## src/rtl/lesf_pkg.sv

```systemverilog
// Package for the largest empty square finder.
// Holds the configuration register indexes, fixed field widths, default sizes
// and the stage-one control struct. No dependencies.
package lesf_pkg;

	localparam int CFG_IDX_W  = 2;
	localparam int CFG_DATA_W = 11;
	localparam int CHAR_W     = 8;
	localparam int SIZE_W     = 11;
	localparam int POS_W      = 10;

	localparam int DEF_MAX_WIDTH  = 1024;
	localparam int DEF_MAX_HEIGHT = 1024;

	localparam logic [CFG_IDX_W-1:0] CFG_GRID_WIDTH  = 2'd0;
	localparam logic [CFG_IDX_W-1:0] CFG_GRID_HEIGHT = 2'd1;
	localparam logic [CFG_IDX_W-1:0] CFG_EMPTY_CHAR  = 2'd2;

	localparam logic [CFG_DATA_W-1:0] RST_GRID_WIDTH  = 11'd1;
	localparam logic [CFG_DATA_W-1:0] RST_GRID_HEIGHT = 11'd1;
	localparam logic [CHAR_W-1:0]     RST_EMPTY_CHAR  = 8'd46;

	typedef struct packed {
		logic valid;
		logic is_empty;
		logic row_end;
		logic grid_end;
	} lesf_ctl_t;

endpackage

```

## src/rtl/lesf_scan.sv

```systemverilog
// Scan stage: configuration registers, column and row counters, and the
// stage-one pipeline register. Depends on lesf_pkg.
module lesf_scan import lesf_pkg::*; #(
	parameter int MAX_WIDTH  = DEF_MAX_WIDTH,
	parameter int MAX_HEIGHT = DEF_MAX_HEIGHT,
	parameter int CW         = 10,
	parameter int RW         = 10
) (
	input  logic                  clk,
	input  logic                  arst_n,
	input  logic                  cfg_we,
	input  logic [CFG_IDX_W-1:0]  cfg_index,
	input  logic [CFG_DATA_W-1:0] cfg_data,
	input  logic                  acc,
	input  logic [CHAR_W-1:0]     cell_char,
	input  logic                  fire_s1,
	output logic [CW-1:0]         rd_col,
	output lesf_ctl_t             ctl_s1,
	output logic [CW-1:0]         col_s1,
	output logic [RW-1:0]         row_s1
);

	logic [CFG_DATA_W-1:0] grid_width_q;
	logic [CFG_DATA_W-1:0] grid_height_q;
	logic [CHAR_W-1:0]     empty_char_q;
	logic [CW-1:0]         col_q;
	logic [RW-1:0]         row_q;
	logic [CW-1:0]         last_col;
	logic [RW-1:0]         last_row;
	logic                  row_end;
	logic                  grid_end;

	always_ff @(posedge clk or negedge arst_n) begin
		if (!arst_n) begin
			grid_width_q  <= RST_GRID_WIDTH;
			grid_height_q <= RST_GRID_HEIGHT;
			empty_char_q  <= RST_EMPTY_CHAR;
		end else if (cfg_we) begin
			case (cfg_index)
				CFG_GRID_WIDTH:  grid_width_q  <= cfg_data;
				CFG_GRID_HEIGHT: grid_height_q <= cfg_data;
				CFG_EMPTY_CHAR:  empty_char_q  <= cfg_data[CHAR_W-1:0];
				default: ;
			endcase
		end
	end

	always_comb begin
		if (grid_width_q == '0) begin
			last_col = '0;
		end else if (32'(grid_width_q) > 32'(MAX_WIDTH)) begin
			last_col = CW'(MAX_WIDTH - 1);
		end else begin
			last_col = CW'(grid_width_q - 1'b1);
		end
		if (grid_height_q == '0) begin
			last_row = '0;
		end else if (32'(grid_height_q) > 32'(MAX_HEIGHT)) begin
			last_row = RW'(MAX_HEIGHT - 1);
		end else begin
			last_row = RW'(grid_height_q - 1'b1);
		end
	end

	assign row_end  = (col_q >= last_col);
	assign grid_end = row_end && (row_q >= last_row);
	assign rd_col   = col_q;

	always_ff @(posedge clk or negedge arst_n) begin
		if (!arst_n) begin
			col_q <= '0;
			row_q <= '0;
		end else if (acc) begin
			if (grid_end) begin
				col_q <= '0;
				row_q <= '0;
			end else if (row_end) begin
				col_q <= '0;
				row_q <= row_q + 1'b1;
			end else begin
				col_q <= col_q + 1'b1;
			end
		end
	end

	always_ff @(posedge clk or negedge arst_n) begin
		if (!arst_n) begin
			ctl_s1 <= '0;
		end else if (acc) begin
			ctl_s1.valid    <= 1'b1;
			ctl_s1.is_empty <= (cell_char == empty_char_q);
			ctl_s1.row_end  <= row_end;
			ctl_s1.grid_end <= grid_end;
		end else if (fire_s1) begin
			ctl_s1.valid <= 1'b0;
		end
	end

	always_ff @(posedge clk) begin
		if (acc) begin
			col_s1 <= col_q;
			row_s1 <= row_q;
		end
	end

endmodule

```

## config.mk

```make
export PLATFORM = sky130hd
export DESIGN_NAME = lesf_scan
export DESIGN_NICKNAME = d
export VERILOG_FILES = /design/src/rtl/lesf_pkg.sv /design/src/rtl/lesf_scan.sv
export SDC_FILE = /design/constraint.sdc
export NUM_CORES = 1
export LEC_CHECK = 0
export ABC_CLOCK_PERIOD_IN_PS = 10630
export BUFFER_PORTS_ARGS = -buffer_cell sky130_fd_sc_hd__buf_2
export CORE_UTILIZATION = 60
export DETAILED_ROUTE_END_ITERATION = 6
export PLACE_DENSITY = 0.84
export SLEW_MARGIN = 20
export SYNTH_ARGS = -nofsm -noshare
export SYNTH_HDL_FRONTEND = slang
export SYNTH_SLANG_ARGS = --single-unit
```

## constraint.sdc

```tcl
create_clock -name clk -period 10.63 [get_ports clk]
set_input_delay 2.126 -clock clk [delete_from_list [all_inputs] [get_ports clk]]
set_output_delay 2.126 -clock clk [all_outputs]
set_load 0.05 [all_outputs]
```

# [Word level (Yosys, flattened, before mapping)]
# Index checks and enable logic that the tools add are counted.
[classes] addsub=4 mul=0 div_mod_pow=0 n_lt_le_gt_ge=4 eq_ne=3 shift=0 n_mux=10 bitwise=0 n_reduce_logical=10
[op_table] cell="10-bit two-way mux" n=8
[op_table] cell="11-bit greater-than comparator (second input constant)" n=2
[op_table] cell="11-bit logical NOT" n=2
[op_table] cell="10-bit by 1-bit adder with 10-bit output (second input constant)" n=2
[op_table] cell="10-bit >= comparator" n=2
[op_table] cell="10-bit by 1-bit subtractor with 10-bit output (second input constant)" n=2
[op_table] cell="8-bit equality test" n=1
[op_table] cell="2-bit AND reduction" n=4
[op_table] cell="2-bit nonzero test" n=2
[op_table] cell="2-bit by 1-bit equality test with 1-bit output (second input constant)" n=1
[op_table] cell="2-bit equality test (second input constant)" n=1
[op_table] cell="2-bit logical NOT" n=1
[op_table] cell="1-bit two-way mux" n=2
[op_table] cell="1-bit logical AND" n=1
[word_totals] regBits=74 latchBits=0 ram_bits=0 rom_bits=0 input_bits=26 output_inout_bits=34 word_cells=42 memories=0

# [Depth between registers and ports, before layout]
[logic_depth] word_depth=7 mapped_depth=17 mapped_depth_nobuf=14

# [Worst setup path before layout]
# Ideal clock, no wire load.
[synth_timing] kind="register -> register" from="register grid_width_q[5]" to="register row_q[8]" setup_time_ps=135 t_arrival_ps=3400 required_ps=10495 slack_ps=7096 stages_incl_launch_ff=14 n_path_buf=2 period_less_slack_ps=3534 path_cell_list="dfrtp_1 -> or3_4 -> or4_4 -> or3_1 -> buf_2 -> nor2_1 -> o21a_1 -> ha_1 -> a211oi_1 -> nor2_1 -> o41a_1 -> clkbuf_1 -> nand2_1 -> o22ai_1"
[synth_between] elab_chain_len=7 word_cells_on_any_way=10 classes_between="add/sub: 1; order compare: 2; mux: 3; reduce/logical: 4"
[synth_lines] element="start: declaration" line="lesf_scan.sv:23" text="logic [CFG_DATA_W-1:0] grid_width_q;"
[synth_lines] element="start signal: assignment" line="lesf_scan.sv:40" text="CFG_GRID_WIDTH: grid_width_q <= cfg_data;"
[synth_lines] element="10-bit by 1-bit subtractor with 10-bit output / 11-bit greater-than comparator (equally long branches)" line="lesf_scan.sv:54, lesf_scan.sv:51"
[synth_lines] element="10-bit two-way mux" line="lesf_scan.sv:51" text="end else if (32'(grid_width_q) > 32'(MAX_WIDTH)) begin"
[synth_lines] element="10-bit two-way mux (*)" line="lesf_scan.sv:49" text="if (grid_width_q == '0) begin"
[synth_lines] element="10-bit >= comparator (*)" line="lesf_scan.sv:65" text="assign row_end = (col_q >= last_col);"
[synth_lines] element="1-bit logical AND" line="lesf_scan.sv:66" text="assign grid_end = row_end && (row_q >= last_row);"
[synth_lines] element="2-bit nonzero test (no source line)"
[synth_lines] element="2-bit AND reduction (no source line)"
[synth_lines] element="end signal: assignment" line="lesf_scan.sv:79" text="row_q <= row_q + 1'b1;"
[synth_lines] element="end: declaration" line="lesf_scan.sv:27" text="logic [RW-1:0] row_q;"
# Every way passes the cells marked *; elsewhere a longest branch is shown, timed or not.
# A chain may end at the register's enable or synchronous reset.

# [Worst setup path after layout]
[layout_timing] from="register grid_height_q[2]" to="register row_q[0]"
[layout_between] elab_chain_len=7 word_cells_on_any_way=10 classes_between="add/sub: 1; order compare: 2; mux: 3; reduce/logical: 4"
[layout_lines] element="start: declaration" line="lesf_scan.sv:24" text="logic [CFG_DATA_W-1:0] grid_height_q;"
[layout_lines] element="start signal: assignment" line="lesf_scan.sv:41" text="CFG_GRID_HEIGHT: grid_height_q <= cfg_data;"
[layout_lines] element="10-bit by 1-bit subtractor with 10-bit output / 11-bit greater-than comparator (equally long branches)" line="lesf_scan.sv:61, lesf_scan.sv:58"
[layout_lines] element="10-bit two-way mux" line="lesf_scan.sv:58" text="end else if (32'(grid_height_q) > 32'(MAX_HEIGHT)) begin"
[layout_lines] element="10-bit two-way mux (*)" line="lesf_scan.sv:56" text="if (grid_height_q == '0) begin"
[layout_lines] element="10-bit >= comparator (*)" line="lesf_scan.sv:66"
[layout_lines] element="1-bit logical AND (*)" line="lesf_scan.sv:66"
[layout_lines] element="2-bit nonzero test (no source line)"
[layout_lines] element="2-bit AND reduction (no source line)"
# Marks and branches as above.

==> summary.md <==
| Metric | Value |
|---|---|
| Share of the yosys chip area belonging to registers | `50.3%` |
| Unrepaired setup endpoints after global routing | `false` |
| Destination of the worst register-to-register timing path | `row_q[0]$_DFFE_PN0P_` |
| End of the critical path | `row_q[0]$_DFFE_PN0P_` |
| Cts-stage hold buffer count | `0` |
| Filler cells | `427` |
| Final Skew | `6.27 ps` |
| Overall routed net length | `7730 µm` |
| Critical path startpoint category | `flip-flop` |
| Final setup violation count | `0` |
| Kind of end point of the critical path | `flip-flop` |
| Required time at the worst-slack endpoint | `10870 ps` |
| Area inside the core boundary | `0.00610 mm²` |
| Overall via count from detail_route | `2925` |
| R2r setup slk | `6590 ps` |
| Tot Pwr | `0.891 mW` |
| Simple-gate portion of the synthesized area | `13.4%` |
| Vias in the first global route | `2879` |
| Drt wl/cell | `15.6 µm` |
| Synth area leader | `sky130_fd_sc_hd__dfrtp_1` |
| Share of synthesized cell area in full adder, half adder and majority cells | `8.29%` |
| Headroom to the max-slew limit | `46.4%` |
| Fin. max-slew vios | `0` |
| Syn avg cell area | `11.0 µm²` |
| TritonCTS clock tree | `built` |
| Area of the mapped netlist | `0.00389 mm²` |
| TritonCTS buffer count | `9` |
| Placement row count | `28` |
| Source-to-sink clock delay at the later pin of the worst-skew pair | `340 ps` |
| Most used DFF post-synth | `sky130_fd_sc_hd__dfrtp_1` |
| First-pass DRT Iterations | `4` |
| Maximum number of pins on one net before global-route repair | `55` |
| Yosys warnings | `0` |
| Worst IR drop on VDD | `0.184 mV` |
| Type of the worst min-delay path | `reg2reg` |
| Leakage | `2.01 nW` |
| First DRT Iteration DRCs | `112` |
| Worst-Margin Slew | `804 ps` |
| Final Hold Vio Count | `0` |
| Largest fanout of any net on the critical path | `11` |
| Boundary Pins | `60` |
| Post-synth top area share | `30.8%` |
| Fraction of synthesized cell area in xor and xnor cells | `6.07%` |
| Setup TNS Final | `0 ps` |
| Residual DRC count | `0` |
| Global placement routability congestion | `0.839` |
| Gate Count Post-Synth | `354` |
| Post-route ant nets | `0` |
| Number of unique standard cell types used by synthesis | `45` |
| Synth async-reset ratio | `73.0%` |
| Global routing usage summed across all routing layers | `25.7%` |
| Timing startpoint of the critical path | `grid_height_q[2]$_DFFE_PN0P_` |
| Timing-limited maximum frequency | `0.247 GHz` |
| Maximum level of the CTS H-tree | `3` |
| # resized after CTS | `0` |
| R2R cell count | `13` |
| Cell types occupying the most area after synthesis | `sky130_fd_sc_hd__dfrtp_1, sky130_fd_sc_hd__edfxtp_1, sky130_fd_sc_hd__mux2_2` |
| Initial cell density of the core | `63.9%` |
| Post-synth EDFFs | `20` |
| Post-Synthesis Net Count | `404` |
| Clk pin slew, worst setup/hold paths | `80 ps` |
| Nets@finish | `466` |
| Data arrival time at the worst-slack endpoint | `4280 ps` |
| Setup Buffers After CTS | `0` |
| DPL Wire Length | `5610 µm` |
| Critical register-to-register path startpoint | `grid_height_q[2]$_DFFE_PN0P_` |
| Outcome | `finished, final reports clean` |
| Grt ovf | `0` |
| DIE HEIGHT | `82.6 µm` |
| X dimension of the die | `82.6 µm` |
| Growth of design area from synthesis to finish | `14.6%` |
| Final period util | `38.0%` |
| Time the worst path needs with I/O delays and setup | `4040 ps` |
| Kind of critical path | `reg2reg` |
| Vias per inst | `5.90` |
| Post-Place Cell Area | `0.00426 mm²` |
| Number of buffers inserted by port buffering | `59` |
| Main combinational cell family by area after synthesis | `simple AND/OR/NAND/NOR gates` |
| Flops & latches, synth | `74` |
| Power density relative to cell area | `200 mW/mm²` |
| Number of max-capacitance violations reported | `0` |
| Root buffer cell | `sky130_fd_sc_hd__clkbuf_8` |
| Clock sinks | `74` |
| Area enclosed by the die boundary | `0.00682 mm²` |
| Antenna violations before repair | `0` |
| Fraction of final layout cells with drive strength greater than 1 | `27.6%` |
| Wire length of the first global-routing pass | `13000 µm` |
| Final instance area | `0.00447 mm²` |
| Mux cell area share after synthesis | `8.06%` |
| Max clock buf depth | `2` |
| Antenna diode count | `0` |
| Synth Area in Compound Gates | `10.2%` |
==> through the flow <==
step           util, %  setup WS (ps)  hold WS (ps)  cells
2_1_floorplan        -           7100           453    354
3_3_place_gp      69.8           6850           458    480
3_5_place_dp      69.8           6710           463    480
4_1_cts           73.3           6630           479    496
5_1_grt           73.3           6250           505    496
6_report          73.3           6590           473    496
==> cells by family (layout without fill, tap and decap cells) <==
group,count (synthesis),after routing
xor+xnor,27,27
buf+inv,35,102
mux,28,28
compound gates,64,64
flops,74,74
fa+ha+maj,26,26
simple gates,100,100
==> metal layers <==
layer,up-vias,wire length [µm],GRT usage [%],share of wire [%]
li1,1404,-,-,-
met1,1408,3350,32.1,43
met2,97,3760,44.0,49
met3,16,461,4.51,6.0
met4,0,164,10.5,2.1
met5,-,0,0,0
==> worst min-delay path by stage <==
stage	startpoint	endpoint	slack, ps	cells past startpoint
floorplan	row_q[7]$_DFFE_PN0P_	row_s1[7]$_DFFE_PP_	450	0
global placement	ctl_s1[1]$_DFFE_PN0P_	ctl_s1[1]$_DFFE_PN0P_	460	1
detailed placement	ctl_s1[1]$_DFFE_PN0P_	ctl_s1[1]$_DFFE_PN0P_	460	1
CTS	ctl_s1[1]$_DFFE_PN0P_	ctl_s1[1]$_DFFE_PN0P_	480	1
global route	ctl_s1[3]$_DFFE_PN0P_	ctl_s1[3]$_DFFE_PN0P_	510	1
finish	ctl_s1[1]$_DFFE_PN0P_	ctl_s1[1]$_DFFE_PN0P_	470	1
==> cell type report <==
type,instances,area [µm²],share of cell area (%)
clock buffer,11,131,2.94
clock inverter,5,78.8,1.77
inverter,24,90.1,2.02
multi-input combinational,245,1790,40.2
sequential,74,1960,43.9
tap,75,93.8,2.10
timing repair buffer,62,318,7.12
==> critical path, stage by stage, from the launching register on <==
cell and delay, ps:
sky130_fd_sc_hd__dfrtp_1 440, sky130_fd_sc_hd__nor4_2 350, sky130_fd_sc_hd__nand2_1 100, sky130_fd_sc_hd__or2_1 280
sky130_fd_sc_hd__or4_4 490, sky130_fd_sc_hd__nor2_1 190, sky130_fd_sc_hd__a21oi_1 70, sky130_fd_sc_hd__ha_1 260
sky130_fd_sc_hd__nand2b_1 130, sky130_fd_sc_hd__a211oi_1 230, sky130_fd_sc_hd__o2bb2ai_1 100, sky130_fd_sc_hd__a21oi_1 650
sky130_fd_sc_hd__nand2_1 390, sky130_fd_sc_hd__o21ai_0 280
==> placed cells by master (no fill, tap or decap), types with 3 or more instances in the layout <==
| master | count |
|---|---|
| sky130_fd_sc_hd__buf_2 | 59 |
| sky130_fd_sc_hd__dfrtp_1 | 48 |
| sky130_fd_sc_hd__nand2_1 | 28 |
| sky130_fd_sc_hd__mux2_2 | 27 |
| sky130_fd_sc_hd__inv_1 | 24 |
| sky130_fd_sc_hd__xor2_1 | 24 |
| sky130_fd_sc_hd__ha_1 | 24 |
| sky130_fd_sc_hd__a21oi_1 | 22 |
| sky130_fd_sc_hd__edfxtp_1 | 20 |
| sky130_fd_sc_hd__nor2_1 | 19 |
| sky130_fd_sc_hd__o21ai_0 | 10 |
| sky130_fd_sc_hd__o22ai_1 | 10 |
| sky130_fd_sc_hd__nand3_1 | 10 |
| sky130_fd_sc_hd__nand4_1 | 9 |
| sky130_fd_sc_hd__clkbuf_8 | 9 |
| sky130_fd_sc_hd__nor3_1 | 8 |
| sky130_fd_sc_hd__dfstp_2 | 6 |
| sky130_fd_sc_hd__nor3b_1 | 5 |
| sky130_fd_sc_hd__a211oi_1 | 4 |
| sky130_fd_sc_hd__o21a_1 | 4 |
| sky130_fd_sc_hd__a21o_1 | 4 |
| sky130_fd_sc_hd__and3_1 | 4 |
| sky130_fd_sc_hd__xnor2_1 | 3 |
| sky130_fd_sc_hd__nor4_1 | 3 |
| sky130_fd_sc_hd__buf_4 | 3 |
==> Yosys cell counts, types with 2 or more instances <==
master	instances
sky130_fd_sc_hd__nand3b_1	2
sky130_fd_sc_hd__mux2_2	27
sky130_fd_sc_hd__a21o_1	4
sky130_fd_sc_hd__dfrtp_1	48
sky130_fd_sc_hd__ha_1	24
sky130_fd_sc_hd__edfxtp_1	20
sky130_fd_sc_hd__a41oi_1	2
sky130_fd_sc_hd__a21oi_1	22
sky130_fd_sc_hd__or3_1	2
sky130_fd_sc_hd__xor2_1	24
sky130_fd_sc_hd__nand3_1	10
sky130_fd_sc_hd__xnor2_1	3
sky130_fd_sc_hd__o22ai_1	10
sky130_fd_sc_hd__inv_1	24
sky130_fd_sc_hd__a211oi_1	4
sky130_fd_sc_hd__nor4_1	3
sky130_fd_sc_hd__clkbuf_1	8
sky130_fd_sc_hd__dfstp_2	6
sky130_fd_sc_hd__maj3_2	2
sky130_fd_sc_hd__nand2_1	28
sky130_fd_sc_hd__nor3_1	8
sky130_fd_sc_hd__nand2b_1	2
sky130_fd_sc_hd__and3_1	4
sky130_fd_sc_hd__nor4b_1	2
sky130_fd_sc_hd__nor3b_1	5
sky130_fd_sc_hd__or4_4	2
sky130_fd_sc_hd__o21a_1	4
sky130_fd_sc_hd__nand4_1	9
sky130_fd_sc_hd__buf_2	2
sky130_fd_sc_hd__nor2_1	19
sky130_fd_sc_hd__o21ai_0	10
==> report_power, final <==
part / total (mW) / internal [mW] / switching [mW]
registers: 0.394 / 0.342 / 0.0516
logic: 0.264 / 0.0996 / 0.165
clock network: 0.233 / 0.132 / 0.101
total: 0.891 / 0.574 / 0.317
==> flip-flops by register name (all words and copies together), names as in the netlist <==
register / count
col_s1: 10
grid_width_q: 11
rd_col: 10
empty_char_q: 8
ctl_s1: 4
row_q: 10
row_s1: 10
grid_height_q: 11
Note: power is estimated with default switching activity, not from simulation.
