### config.mk
export PLATFORM = sky130hd
export DESIGN_NAME = lesf_dp
export DESIGN_NICKNAME = d
export VERILOG_FILES = /design/src/rtl/lesf_pkg.sv /design/src/rtl/lesf_dp.sv
export SDC_FILE = /design/constraint.sdc
export NUM_CORES = 1
export LEC_CHECK = 0
export BUFFER_PORTS_ARGS = -buffer_cell sky130_fd_sc_hd__buf_2
export CORE_MARGIN = 8
export CORE_UTILIZATION = 30
export DETAILED_ROUTE_END_ITERATION = 12
export PLACE_DENSITY_LB_ADDON = 0.25
export SLEW_MARGIN = 20
export SYNTH_ARGS = -nofsm -noshare
export SYNTH_HDL_FRONTEND = slang
export SYNTH_SLANG_ARGS = --single-unit
### constraint.sdc
create_clock -name clk -period 37.8 [get_ports clk]
set_input_delay 7.56 -clock clk [delete_from_list [all_inputs] [get_ports clk]]
set_output_delay 7.56 -clock clk [all_outputs]
set_load 0.01 [all_outputs]
### src/rtl/lesf_pkg.sv
// Package for the largest empty square finder.
// Holds the configuration register indexes, fixed field widths, default sizes
// and the stage-one control struct. No dependencies.
package lesf_pkg;

	localparam int CFG_IDX_W  = 2;
	localparam int CFG_DATA_W = 11;
	localparam int CHAR_W     = 8;
	localparam int SIZE_W     = 11;
	localparam int POS_W      = 10;

	localparam int DEF_MAX_WIDTH  = 1024;
	localparam int DEF_MAX_HEIGHT = 1024;

	localparam logic [CFG_IDX_W-1:0] CFG_GRID_WIDTH  = 2'd0;
	localparam logic [CFG_IDX_W-1:0] CFG_GRID_HEIGHT = 2'd1;
	localparam logic [CFG_IDX_W-1:0] CFG_EMPTY_CHAR  = 2'd2;

	localparam logic [CFG_DATA_W-1:0] RST_GRID_WIDTH  = 11'd1;
	localparam logic [CFG_DATA_W-1:0] RST_GRID_HEIGHT = 11'd1;
	localparam logic [CHAR_W-1:0]     RST_EMPTY_CHAR  = 8'd46;

	typedef struct packed {
		logic valid;
		logic is_empty;
		logic row_end;
		logic grid_end;
	} lesf_ctl_t;

endpackage

### src/rtl/lesf_dp.sv
// Stage-one datapath: minimum-of-three rule, forwarding from the line buffer
// write, best-square tracking and the result register. Depends on lesf_pkg.
module lesf_dp import lesf_pkg::*; #(
	parameter int CW = 10,
	parameter int RW = 10,
	parameter int VW = 11
) (
	input  logic              clk,
	input  logic              arst_n,
	input  lesf_ctl_t         ctl_s1,
	input  logic [CW-1:0]     col_s1,
	input  logic [RW-1:0]     row_s1,
	input  logic [VW-1:0]     rd_data,
	input  logic              acc,
	input  logic [CW-1:0]     rd_col,
	output logic              fire_s1,
	output logic              hold_s1,
	output logic              wr_en,
	output logic [CW-1:0]     wr_addr,
	output logic [VW-1:0]     wr_data,
	output logic              out_valid,
	input  logic              out_stall,
	output logic [SIZE_W-1:0] square_size,
	output logic [POS_W-1:0]  square_col,
	output logic [POS_W-1:0]  square_row
);

	localparam int MW = (VW > CW) ? VW : CW;
	localparam int SW = ((MW > RW) ? MW : RW) + 1;

	logic [VW-1:0] left_q;
	logic [VW-1:0] diag_q;
	logic [VW-1:0] best_size_q;
	logic [CW-1:0] best_col_q;
	logic [RW-1:0] best_row_q;
	logic          fwd_q;
	logic [VW-1:0] fwd_data_q;
	logic [VW-1:0] up;
	logic [VW-1:0] left;
	logic [VW-1:0] diag;
	logic [VW-1:0] m2;
	logic [VW-1:0] m3;
	logic [SW-1:0] cand;
	logic [SW-1:0] rlim;
	logic [SW-1:0] clim;
	logic [SW-1:0] vsum;
	logic [VW-1:0] v;
	logic          better;
	logic [CW-1:0] new_col;
	logic [RW-1:0] new_row;

	assign hold_s1 = ctl_s1.grid_end && out_valid && out_stall;
	assign fire_s1 = ctl_s1.valid && !hold_s1;

	always_comb begin
		up   = (row_s1 == '0) ? '0 : (fwd_q ? fwd_data_q : rd_data);
		left = (col_s1 == '0) ? '0 : left_q;
		diag = ((row_s1 == '0) || (col_s1 == '0)) ? '0 : diag_q;
		m2   = (up < left) ? up : left;
		m3   = (m2 < diag) ? m2 : diag;
		cand = SW'(m3) + 1'b1;
		rlim = SW'(row_s1) + 1'b1;
		clim = SW'(col_s1) + 1'b1;
		vsum = cand;
		if (vsum > rlim) begin
			vsum = rlim;
		end
		if (vsum > clim) begin
			vsum = clim;
		end
		v       = ctl_s1.is_empty ? VW'(vsum) : '0;
		better  = (v > best_size_q);
		new_col = CW'(clim - SW'(v));
		new_row = RW'(rlim - SW'(v));
	end

	assign wr_en   = fire_s1;
	assign wr_addr = col_s1;
	assign wr_data = v;

	always_ff @(posedge clk or negedge arst_n) begin
		if (!arst_n) begin
			fwd_q <= 1'b0;
		end else if (acc) begin
			fwd_q <= fire_s1 && (col_s1 == rd_col);
		end
	end

	always_ff @(posedge clk) begin
		if (acc) begin
			fwd_data_q <= v;
		end
	end

	always_ff @(posedge clk or negedge arst_n) begin
		if (!arst_n) begin
			left_q      <= '0;
			diag_q      <= '0;
			best_size_q <= '0;
			best_col_q  <= '0;
			best_row_q  <= '0;
		end else if (fire_s1) begin
			if (ctl_s1.row_end) begin
				left_q <= '0;
				diag_q <= '0;
			end else begin
				left_q <= v;
				diag_q <= up;
			end
			if (ctl_s1.grid_end) begin
				best_size_q <= '0;
				best_col_q  <= '0;
				best_row_q  <= '0;
			end else if (better) begin
				best_size_q <= v;
				best_col_q  <= new_col;
				best_row_q  <= new_row;
			end
		end
	end

	always_ff @(posedge clk or negedge arst_n) begin
		if (!arst_n) begin
			out_valid <= 1'b0;
		end else if (fire_s1 && ctl_s1.grid_end) begin
			out_valid <= 1'b1;
		end else if (!out_stall) begin
			out_valid <= 1'b0;
		end
	end

	always_ff @(posedge clk) begin
		if (fire_s1 && ctl_s1.grid_end) begin
			if (better) begin
				square_size <= SIZE_W'(v);
				square_col  <= POS_W'(new_col);
				square_row  <= POS_W'(new_row);
			end else begin
				square_size <= SIZE_W'(best_size_q);
				square_col  <= POS_W'(best_col_q);
				square_row  <= POS_W'(best_row_q);
			end
		end
	end

endmodule

# ---- After elaboration in Yosys (flattened, before gate mapping)
# Cells that the tools add are included.
# Widths: inputs -> output; s select.
dict set report op_classes {
  n_reduce_logical 9
  eq_ne 2
  order_cmp 5
  muxes 19
  addsub 5
}
# operator n
set op_table {}
lappend op_table {{$mux 11} 12}
lappend op_table {{$mux 10} 4}
lappend op_table {{$gt 12x11->1} 2}
lappend op_table {{$add 10x1->11 const B} 2}
lappend op_table {{$lt 11x11->1} 2}
lappend op_table {{$logic_not 10->1} 2}
lappend op_table {{$sub 10x10->10} 2}
lappend op_table {{$add 11x1->12 const B} 1}
lappend op_table {{$mux 12} 1}
lappend op_table {{$gt 11x11->1} 1}
lappend op_table {{$eq 10x10->1} 1}
lappend op_table {{$logic_and 1x1->1} 5}
lappend op_table {{$mux 1} 2}
lappend op_table {{$ne 2x1->1 const B} 1}
lappend op_table {{$logic_not 1->1} 1}
lappend op_table {{$logic_or 1x1->1} 1}
dict set report word_totals {
  inputBits 49
  output_inout_bits 56
  register_bits 97
  wordCells 51
}

# ---- Longest topological paths before layout
# Gate-level depths: netlist of run 1.
dict set report logic_depth {
  word_depth 15
  depth_mapped 66
  mapped_depth_nobuf 61
}

# ---- Worst setup path after synthesis of run 1
# No wires, ideal clock.
dict set report synth_timing {
  path_type {input-to-output}
  from {in col_s1[3]}
  to {out wr_data[1]}
  path_slack_ns 13.358
  t_required_ns 30.240
  path_stages 50
  n_path_buf 7
  arrival_time_ns 16.882
  cell_sequence {clkbuf_2 > nor3_1 > nand4b_2 > buf_2 > buf_2 > nand2_1 > ha_1 > a211o_1 > a21oi_1 > o21a_2 > buf_1 > nand4_1 > o21ai_1 > ha_1 > a211oi_1 > o21ai_0 > a211oi_1 > nor2_1 > [14 not listed] > a21o_1 > a31o_2 > o31ai_4 > or2_1 > buf_6 > mux2i_1 > inv_1 > ha_1 > nor2b_1 > o21a_1 > o21a_1 > o21a_1 > o21ai_0 > nor4bb_1 > or2_2 > buf_2 > mux2i_1 > and2_1}
}
dict set report synth_between {
  elab_chain_cells 12
  word_cells_on_any_way 15
  classes_between {add/sub: 2; order compare: 4; mux: 7; reduce/logical: 2}
}
# element line_no
set synth_lines {}
lappend synth_lines {{start: declaration} lesf_dp.sv:11} ;# input logic [CW-1:0] col_s1,
lappend synth_lines {{$logic_not 10->1} {lesf_dp.sv:57, lesf_dp.sv:58}}
lappend synth_lines {{$mux 11} lesf_dp.sv:57} ;# left = (col_s1 == '0) ? '0 : left_q;
lappend synth_lines {{$lt 11x11->1} lesf_dp.sv:59} ;# m2 = (up < left) ? up : left;
lappend synth_lines {{$mux 11} lesf_dp.sv:59}
lappend synth_lines {{$lt 11x11->1} lesf_dp.sv:60} ;# m3 = (m2 < diag) ? m2 : diag;
lappend synth_lines {{$mux 11} lesf_dp.sv:60}
lappend synth_lines {{$add 11x1->12} lesf_dp.sv:61} ;# cand = SW'(m3) + 1'b1;
lappend synth_lines {{$gt 12x11->1} lesf_dp.sv:65} ;# if (vsum > rlim) begin
lappend synth_lines {{$mux 12} lesf_dp.sv:65}
lappend synth_lines {{$gt 12x11->1} lesf_dp.sv:68} ;# if (vsum > clim) begin
lappend synth_lines {{$mux 11 *} lesf_dp.sv:68}
lappend synth_lines {{$mux 11 *} lesf_dp.sv:71} ;# v = ctl_s1.is_empty ? VW'(vsum) : '0;
lappend synth_lines {{end: declaration} lesf_dp.sv:20} ;# output logic [VW-1:0] wr_data,
# Mark *: on every way between the ends. The rest lies on a longest branch, timed or not.

# ---- Worst setup path in the final report of run 1
dict set report layout_timing {
  from {in row_s1[0]}
  to {out wr_data[1]}
}
dict set report layout_between {
  elab_chain_cells 12
  word_cells_on_any_way 15
  classes_between {add/sub: 2; order compare: 4; mux: 7; reduce/logical: 2}
}
# element line_no
set layout_lines {}
lappend layout_lines {{start: declaration} lesf_dp.sv:12} ;# input logic [RW-1:0] row_s1,
lappend layout_lines {{$logic_not 10->1} {lesf_dp.sv:56, lesf_dp.sv:58}}
lappend layout_lines {{$mux 11} lesf_dp.sv:56} ;# up = (row_s1 == '0) ? '0 : (fwd_q ? fwd_data_q : rd_data);
lappend layout_lines {{$lt 11x11->1} lesf_dp.sv:59}
lappend layout_lines {{$mux 11} lesf_dp.sv:59}
lappend layout_lines {{$lt 11x11->1} lesf_dp.sv:60}
lappend layout_lines {{$mux 11} lesf_dp.sv:60}
lappend layout_lines {{$add 11x1->12} lesf_dp.sv:61}
lappend layout_lines {{$gt 12x11->1} lesf_dp.sv:65}
lappend layout_lines {{$mux 12 *} lesf_dp.sv:65}
lappend layout_lines {{$gt 12x11->1} lesf_dp.sv:68}
lappend layout_lines {{$mux 11 *} lesf_dp.sv:68}
lappend layout_lines {{$mux 11 *} lesf_dp.sv:71}
# Marks and branches as above.

==> impl_results.md, run 1 <==
- TNS Setup: 0 ps
- Most common cell after layout, fill and taps aside: buf_2
- # fillers: 2,752
- Worst path arrival time: 19,340 ps
- Clock Tree Root: clkbuf_16
- Max FO, Critical Path: 16
- Final #Nets: 1,089
- Post-layout min period: 26,900 ps
- Slew @ Worst Pin: 986 ps
- Die Area: 32,400 um^2
- TritonCTS clock tree: done
- Layout cell share with drive strength beyond 1: 0.180
- Routed WL: 26,400 um
- Cts bufs inserted: 9
- Clk pin slew, worst setup/hold paths: 90 ps
- Ports: 105
- Compound-cell area share of the yosys netlist: 0.212
- Post-placement cell count: 1,292
- Worst setup SP type: primary input
- Skew final: 21.4 ps
- CP max stage delay: 640 ps
- Post-DRT Antenna Nets: 0
- # port buffers: 104
- Finished Layout Cells: 1,308
- DR iter-0 viols: 536
- DRT Pass-1 Iters: 4
- Fin area: 9180 um^2
- Clock sinks: 97
- Worst Path Required: 30,240 ps
- Most used DFF post-synth: dfrtp_1
- Most frequent cells in the layout: buf_2 (104), nand2_1 (103), ha_1 (76), o21ai_0 (57), dfrtp_1 (55)
- Status: finished clean
- Main combinational cell family by area after synthesis: compound AO/OA/AOI/OAI gates
- Max-Cap Viols: 0
- Vert. Die Dim: 180 um
- Simple-Gate Fraction of Synth Area: 0.193
- Slew headroom: 0.341
- Final setup fails: 0
- Hold Path Class: register to register
- Antenna violations before repair: 1
- Hold buffers post-CTS: 0
- Vias: 7,082
- Diode count: 0
- Kind of critical path: primary input to output pin
- Clock H-tree levels: 3
- Number of global-route vias before repair: 7,008
- Die width: 180 um
- Sequential fraction of the synthesis area: 0.327
- Yosys reg bits: 97
- Gate count after technology mapping: 887
- Worst path most repeated cell: ha_1
- Post-Syn Nets: 1,014
- Total grt overflow: 0
- Routed WL per cell: 20.2 um
- Ys async rst share: 0.567
- Yosys cell types: 79
- Setup repair bufs after CTS: 0
- Final slew viol count: 0
- Post-synthesis adder-cell area fraction: 0.123
- RePlAce Congestion: 0.924
- Synth Area in XOR/XNOR: 0.0565
- CTS Buffer Depth: 2
- Final Cycle Share: 0.712
- Vias per cell: 5.41
- Syn_area_per_cell: 9.09 um^2
- Crit. End Element: output pin
- Largest net degree at the start of global routing: 56
- Clk_lat worst skew: 370 ps
- Fin. Hold Viols: 0
- Number of remaining DRC errors: 0
- Placement Cell Area: 8840 um^2
- RSZ-0062 raised after global routing: no
- Number of flops mapped to enable cells by yosys: 42
- Hpwl dp: 20,900 um
- Slowest-stage cell, CP: nor3_1
- Area grow syn2layout: 13.9%
- Initial Utilization: 0.303
- CTS resizes: 0
- Mapped Area: 8070 um^2
- First-pass GRT wire length: 41,100 um
- Area of the core: 26,700 um^2
- Mux cell area share after synthesis: 0.0365
- Cell Rows: 60
- Total track usage: 0.160
- Ys Warns: 0
- Max Clock Freq: 37.2 MHz
==> path summary, 6_finish.rpt <==
kind                            cells after the start  slack (ps)             end           start
worst max-delay path                               46       10900      wr_data[1]       row_s1[0]
worst min-delay path                                2         510  best_size_q[6]  best_size_q[6]
worst max register to register                     52       23460   best_row_q[9]           fwd_q
worst min register to register                      2         510  best_size_q[6]  best_size_q[6]
max in group asynchronous                           2       29920   best_row_q[5]          arst_n
min in group asynchronous                           2        7330       diag_q[8]          arst_n
==> registers in the layout (all words and copies together) (netlist names), 10 cells and up <==
register	cells
best_col_q	10
best_row_q	10
best_size_q	11
diag_q	11
fwd_data_q	11
left_q	11
square_col	10
square_row	10
square_size	11
==> final cells by class <==
class,instances,area (um^2),area share
Clock buffer,9,225,0.0245
Clock inverter,7,113,0.0123
Timing Repair Buffer,110,566,0.0616
Multi-Input combinational cell,695,5030,0.548
Tap cell,341,427,0.0465
Inverter,49,184,0.0200
Sequential cell,97,2640,0.287
==> cell usage after synthesis, types with 20 or more instances <==
cell type,instances,area share
a22o_1,40,0.043
nand2_1,104,0.048
clkbuf_1,20,0.0093
inv_1,49,0.023
nand4_1,29,0.022
xnor2_1,27,0.029
xor2_1,25,0.027
nand3_1,31,0.019
edfxtp_1,42,0.16
dfrtp_1,55,0.17
ha_1,76,0.12
nor2_1,44,0.020
a21oi_1,28,0.017
o21ai_0,58,0.036
==> layer usage <==
metal / part of all wire / wire length (um) / global-route usage / up-vias
met4: 0.026 / 686 / 0.0567 / 0
met2: 0.48 / 12600 / 0.271 / 243
met1: 0.45 / 11900 / 0.205 / 3373
li1: - / - / - / 3422
met5: 0 / 0 / 0 / -
met3: 0.045 / 1200 / 0.0242 / 44
==> through the flow <==
| stage | utilization | hold slack [ps] | setup slack (ps) |
|---|---|---|---|
| 2_1_floorplan | - | 456 | 13360 |
| 3_3_place_gp | 0.332 | 472 | 11250 |
| 3_5_place_dp | 0.332 | 490 | 11130 |
| 4_1_cts | 0.345 | 510 | 11060 |
| 5_1_grt | 0.345 | 517 | 9940 |
| 6_report | 0.345 | 509 | 10900 |
==> worst max-delay path, delay by kind of cell <==
kind | cells | cell delay, ps
buffers and inverters | 5 | 640
muxes | 2 | 790
and+or+nand+nor | 19 | 5820
AOI/OAI and AO/OA | 13 | 2550
xor gates and xnor gates | 1 | 160
adders and majority gates | 6 | 1780
==> logic make-up (layout without fill, tap and decap cells) <==
logic type | after synthesis | in the layout
and+or+nand+nor | 306 | 306
AOI/OAI and AO/OA | 234 | 234
DFF | 97 | 97
buffers and inverters | 95 | 175
adders and majority gates | 78 | 78
xor gates and xnor gates | 52 | 52
muxes | 25 | 25
Power of run 1 is left out: the tool's default activity adds up to more than one toggle a clock period on the data nets, which glitch-free logic cannot reach.
==> run 2, diff against run 1 <==
==> constraint.sdc (replaced) <==
create_clock -name clk -period 25.4 [get_ports clk]
set_input_delay 5.08 -clock clk [delete_from_list [all_inputs] [get_ports clk]]
set_output_delay 5.08 -clock clk [all_outputs]
set_load 0.01 [all_outputs]
==> run 2 against run 1 <==
Against the previous run:
- wire length is 0.73% higher
- clock skew about the same
- largest cell class unchanged
- highest routed layer unchanged
- critical path type unchanged
- hold slack worse by 4.1 ps
- final cell count stayed put
==> impl_results.md, run 2 (synthesized netlist as in run 1, its figures left out) <==
- First-pass GRT wire length: 41,500 um
- CTS resizes: 0
- Clk pin slew, worst setup/hold paths: 80 ps
- Initial Utilization: 0.303
- Crit. End Element: output pin
- Worst path arrival time: 16,720 ps
- Die Area: 32,400 um^2
- Number of global-route vias before repair: 7,131
- Final Hold Slack: 505 ps
- Worst path most repeated cell: ha_1
- Slowest-stage cell, CP: nor3_1
- Kind of critical path: primary input to output pin
- Final Cycle Share: 0.858
- Hold Crit Depth: 2
- Number of remaining DRC errors: 0
- DR iter-0 viols: 386
- Max-Cap Viols: 0
- Most frequent cells in the layout: buf_2 (104), nand2_1 (103), ha_1 (76), o21ai_0 (57), dfrtp_1 (55)
- Ports: 105
- Vert. Die Dim: 180 um
- RePlAce Congestion: 0.920
- Final setup fails: 0
- Max FO, Critical Path: 16
- Clock Tree Root: clkbuf_16
- Total track usage: 0.162
- Largest net degree at the start of global routing: 56
- Clk_lat worst skew: 360 ps
- Finished Layout Cells: 1,308
- Slew headroom: 0.328
- CTS Buffer Depth: 2
- Most common cell after layout, fill and taps aside: buf_2
- # port buffers: 104
- RSZ-0062 raised after global routing: no
- Area of the core: 26,700 um^2
- Hold Path Class: register to register
- Skew final: 21.1 ps
- CP max stage delay: 650 ps
- R2R cell count: 52
- TNS Setup: 0 ps
- Post-placement cell count: 1,292
- Final #Nets: 1,089
- Routed WL per cell: 20.4 um
- Final slew viol count: 0
- Post-DRT Antenna Nets: 0
- Diode count: 0
- Hold buffers post-CTS: 0
- Clock H-tree levels: 3
- Post-layout min period: 21,800 ps
- Setup repair bufs after CTS: 0
- Hpwl dp: 21,100 um
- Worst setup SP type: primary input
- Area grow syn2layout: 13.3%
- Cts bufs inserted: 9
- TritonCTS clock tree: done
- Layout cell share with drive strength beyond 1: 0.179
- Worst Path Required: 20,320 ps
- Status: finished clean
- Routed WL: 26,600 um
- Clock sinks: 97
- Max Clock Freq: 45.9 MHz
- Vias per cell: 5.37
- Antenna violations before repair: 0
- Fin. Hold Viols: 0
- DRT Pass-1 Iters: 5
- Slew @ Worst Pin: 1010 ps
- Vias: 7,027
- Total grt overflow: 0
- Die width: 180 um
- Cell Rows: 60
==> run 2: path summary, 6_finish.rpt <==
kind | from | endpoint | slack (ps)
worst min-delay path | best_size_q[6] | best_size_q[6] | 510
min in group asynchronous | arst_n | diag_q[10] | 4860
worst max-delay path | row_s1[0] | wr_data[1] | 3600
worst max register to register | fwd_q | best_row_q[9] | 11060
max in group asynchronous | arst_n | best_row_q[0] | 19990
worst min register to register | best_size_q[6] | best_size_q[6] | 510
==> run 2: through the flow <==
step                 util  cell area, um^2  setup WS [ps]
detailed placement  0.332             8840           3690
floorplan               -             8070           5920
CTS                 0.343             9140           3640
global route        0.343             9140           2510
finish              0.343             9140           3600
global placement    0.332             8840           3840
==> run 2: cell type report <==
class	count	area (um^2)
clock inverters	7	71.3
fillers	2783	17500
clock buffers	9	225
inverters	49	184
flip-flops and latches	97	2640
well taps	341	427
repair buffers	110	566
multi-input cells	695	5030
==> run 2: routing by layer <==
metal  global-route usage  part of all wire  vias up
li1                     -                 -     3423
met1                0.210              0.47     3424
met2                0.275              0.48      149
met3               0.0198             0.030       31
met4               0.0524             0.022        0
met5                    0                 0        -
==> run 2: worst max-delay path: cells and delay by family <==
| kind | cells | cell delay (ps) |
|---|---|---|
| simple gates | 16 | 5080 |
| compound gates | 15 | 3060 |
| fa+ha+maj | 6 | 1820 |
| mux | 2 | 760 |
| buf+inv | 5 | 690 |
| xor+xnor | 1 | 170 |
Power of run 2 is left out for the same reason.
